### src/rtl/lpcm_mul.sv
// ----------------------------------------------------------------------------
// lpcm_mul
// Pipelined signed multiplier that takes one digit of the second operand
// per stage and accumulates the shifted partial products.
// ----------------------------------------------------------------------------
`default_nettype none
module lpcm_mul #(
   parameter int AW = 18,
   parameter int BW = 32,
   parameter int DW = 16
) (
   input  wire logic                    clock,
   input  wire logic signed [AW-1:0]    mul_a,
   input  wire logic signed [BW-1:0]    mul_b,
   output logic      signed [AW+BW-1:0] mul_p
);
   localparam int ND  = (BW + DW - 1) / DW;
   localparam int BPW = ND * DW;
   localparam int PW  = AW + BW;

   logic signed [AW-1:0] a_ff   [ND];
   logic        [BPW-1:0] b_ff  [ND];
   logic signed [PW-1:0] acc_ff [ND];

   for (genvar i = 0; i < ND; i++) begin : g_stage
      logic signed [AW-1:0]  a_src;
      logic        [BPW-1:0] b_src;
      logic signed [PW-1:0]  acc_src;
      logic signed [DW:0]    dig;
      logic signed [AW+DW:0] prod;
      logic signed [PW-1:0]  acc_in;

      if (i == 0) begin : g_first
         assign a_src   = mul_a;
         assign b_src   = BPW'(mul_b);
         assign acc_src = '0;
      end else begin : g_next
         assign a_src   = a_ff[i-1];
         assign b_src   = b_ff[i-1];
         assign acc_src = acc_ff[i-1];
      end

      if (i == ND - 1) begin : g_top
         assign dig = $signed({b_src[i*DW+DW-1], b_src[i*DW +: DW]});
      end else begin : g_low
         assign dig = $signed({1'b0, b_src[i*DW +: DW]});
      end

      assign prod   = a_src * dig;
      assign acc_in = acc_src + (PW'(prod) <<< (i * DW));

      always_ff @(posedge clock) begin
         a_ff[i]   <= a_src;
         b_ff[i]   <= b_src;
         acc_ff[i] <= acc_in;
      end
   end

   assign mul_p = acc_ff[ND-1];
endmodule
`default_nettype wire

### config.mk
export PLATFORM = sky130hd
export DESIGN_NAME = lpcm_mul
export DESIGN_NICKNAME = d
export VERILOG_FILES = /design/src/rtl/lpcm_mul.sv
export SDC_FILE = /design/constraint.sdc
export NUM_CORES = 2
export LEC_CHECK = 0
export BUFFER_PORTS_ARGS = -buffer_cell sky130_fd_sc_hd__buf_2
export CAP_MARGIN = 10
export CORE_MARGIN = 4
export CORE_UTILIZATION = 55
export CTS_CLUSTER_DIAMETER = 40
export DETAILED_ROUTE_END_ITERATION = 12
export PLACE_DENSITY = 0.72
export SLEW_MARGIN = 40
export SYNTH_ARGS = -nofsm -noshare
export SYNTH_HDL_FRONTEND = slang
export SYNTH_SLANG_ARGS = --single-unit
### constraint.sdc
create_clock -name clock -period 15.5 [get_ports clock]
set_clock_uncertainty 0.05 [all_clocks]
set_input_delay 1.55 -clock clock [delete_from_list [all_inputs] [get_ports clock]]
set_output_delay 1.55 -clock clock [all_outputs]
set_load 0.03 [all_outputs]
==> results.yml <==
placed_design:
  io_buffers: 100
  place_congestion: 0.910
  hpwl_mm: 50.1
  place_area_sq_um: 26600
routing:
  drtIter0Drc: 916
  firstDrtPassIters: 7
  via_count: 18061
  route.detailed.drc: 0
  wl_per_cell_microns: 17.6
  viasPerCell: 5.31
  routed_wirelength_mm: 59.9
  antenna_left: 0
logic_synthesis:
  ys_types: 69
  synth_edf_count: 0
  synth_ff_type: "dfxtp_1"
  ys_warn_count: 0
  syn_inst: 2801
  syn-num-nets: 3644
  synth_area_sq_um: 26100
  syn_avg_cell_area_sq_um: 9.31
  synth-seq-cells: 119
  async_reset_ff_frac: 0
  yosysSeqAreaShare: 0.0914
hold_path:
  hp-start: "acc_ff[0][4]"
  whs_path_depth: 0
  hp-class: "flip-flop to flip-flop"
  hold_end: "acc_ff[0][54]"
grt:
  grt_pass1_wl_mm: 103
  grt_pass1_vias: 20660
  grt_start_max_net_pins: 19
  grt_usage: 0.254
  antenna_found_initial: 1
  grt-ovfl-total: 0
floorplanning:
  fp.coreArea_sq_um: 46800
  fp-row-count: 79
  ioPinCount: 101
  die_area_sq_um: 51000
  fp.dieH_microns: 226
  start_util: 0.558
  fp.dieW_microns: 226
final_layout:
  final_area_sq_um: 27200
  synthToLayoutAreaGrowth_pct: 4.29
  fin_util: 0.582
  fin_nets: 3628
  layout_commonest_cell: "inv_1"
  final_cell_mix: "inv_1 (689), fa_1 (584), nand2_1 (333)"
  drive_gt1_frac: 0.0551
  diodes: 0
timing:
  rsz0062_at_grt: "no"
  relSlewSlack: 0.474
  hold_viol: 0
  setup_viol: 0
  worstMarginPinSlew_ps: 788
  post-route-period-util: 0.528
  tns_ps: 0
  maxSlewViolCount: 0
  max_freq_mhz: 122
  layout_min_cycle_time_ps: 8180
clock_network:
  ctsResizeCount: 0
  clock_latency_ps: 450
  post_cts_buffers: 0
  ctsHoldBuffers: 0
  cts_root_buffer: "clkbuf_16"
  cts_sinks: 119
  cts_tree: "built"
  clk_pin_slew_ps: 60
  h-tree-depth: 4
  numCtsBuffers: 17
  clk_path_buf_depth: 2
run:
  drv_cap: 0
setup_path:
  worst-r2r-cell-count: 28
  critical_path.endpoint_type: "flip-flop"
  slowest_stage: "dfxtp_1"
  critical-path-top-cell-by-count: "fa_1"
  worstSetupPathType: "flip-flop to flip-flop"
  arrival_ps: 8490
  critPathMaxStageDelay_ps: 790
  cp-start-kind: "flip-flop"
  timing.rr.start: "b_ff[0][17]"
  cp_max_fo: 18
  r2r_end: "acc_ff[0][97]"
  worst-r2r-setup-slack_ps: 7320
  worstPathRequired_ps: 15810
outcome:
  outcome: "finished clean"
[cell type report]
type                    count  area (sq um)
clock buffers              20           437
clock inverters            11           115
fillers                  4024         19600
inverters                 690          2590
multi-input cells        1857         20400
flip-flops and latches    119          2380
well taps                 607           759
repair buffers            100           500
[registers in the layout (all words and copies together) (netlist names)]
signal	flops
a_ff	18
acc_ff	85
b_ff	16
[worst max path at each step]
stage                 from             to  slack, ps  cells past startpoint
4_1_cts        a_ff[0][12]  acc_ff[0][97]       7250                     28
3_5_place_dp   a_ff[0][12]  acc_ff[0][97]       7310                     29
6_report       b_ff[0][17]  acc_ff[0][97]       7320                     28
2_1_floorplan     mul_b[5]  acc_ff[0][32]       8050                     24
3_3_place_gp   a_ff[0][12]  acc_ff[0][97]       7420                     29
5_1_grt        b_ff[0][23]  acc_ff[0][97]       6710                     30
[layer usage]
metal  share of wire  vias up  track usage
met5               0        -            0
met1            0.43     9146        0.343
met2            0.48      610        0.418
met3           0.070      110       0.0508
li1                -     8195            -
met4           0.026        0       0.0771
[stage by stage]
step	hold WS (ps)	setup WS (ps)	cells
5_1_grt	280	6710	3404
6_report	275	7320	3404
3_3_place_gp	260	7420	3373
2_1_floorplan	260	8050	2801
3_5_place_dp	262	7310	3373
4_1_cts	275	7250	3404
[synthesized netlist by cell type, types with 7 or more instances]
| master | number | share of area |
|---|---|---|
| nor2_1 | 53 | 0.0076 |
| fa_1 | 584 | 0.45 |
| o21ai_0 | 29 | 0.0056 |
| buf_4 | 50 | 0.014 |
| nand2b_1 | 17 | 0.0041 |
| o21bai_1 | 11 | 0.0032 |
| nand3_1 | 18 | 0.0035 |
| and2_1 | 257 | 0.062 |
| nor2b_1 | 11 | 0.0026 |
| ha_1 | 208 | 0.10 |
| clkbuf_1 | 85 | 0.012 |
| a211oi_1 | 8 | 0.0023 |
| a31oi_1 | 8 | 0.0019 |
| a21oi_1 | 70 | 0.013 |
| o21a_1 | 10 | 0.0029 |
| nand4_1 | 7 | 0.0017 |
| xor2_1 | 18 | 0.0060 |
| inv_1 | 690 | 0.099 |
| nor3_1 | 13 | 0.0025 |
| a21o_1 | 40 | 0.012 |
| xnor2_1 | 85 | 0.029 |
| nand2_1 | 333 | 0.048 |
| dfxtp_1 | 119 | 0.091 |
[cells by family after synthesis]
group	Yosys count	synth area share
buf+inv	825	0.126
simple gates	729	0.138
fa+ha+maj	792	0.548
xor+xnor	103	0.0346
compound gates	232	0.0618
mux	1	0.000384
flops	119	0.0914
[worst max-delay path, delay by kind of cell (launching register included)]
family	cells	cell delay, ps
AOI/OAI and AO/OA	11	2420
xor gates and xnor gates	2	310
adders and majority gates	8	3790
buffers and inverters	3	150
DFF	1	790
and+or+nand+nor	4	550
Power is left out: the tool's default activity adds up to more than one toggle a clock period on the data nets, which glitch-free logic cannot reach.
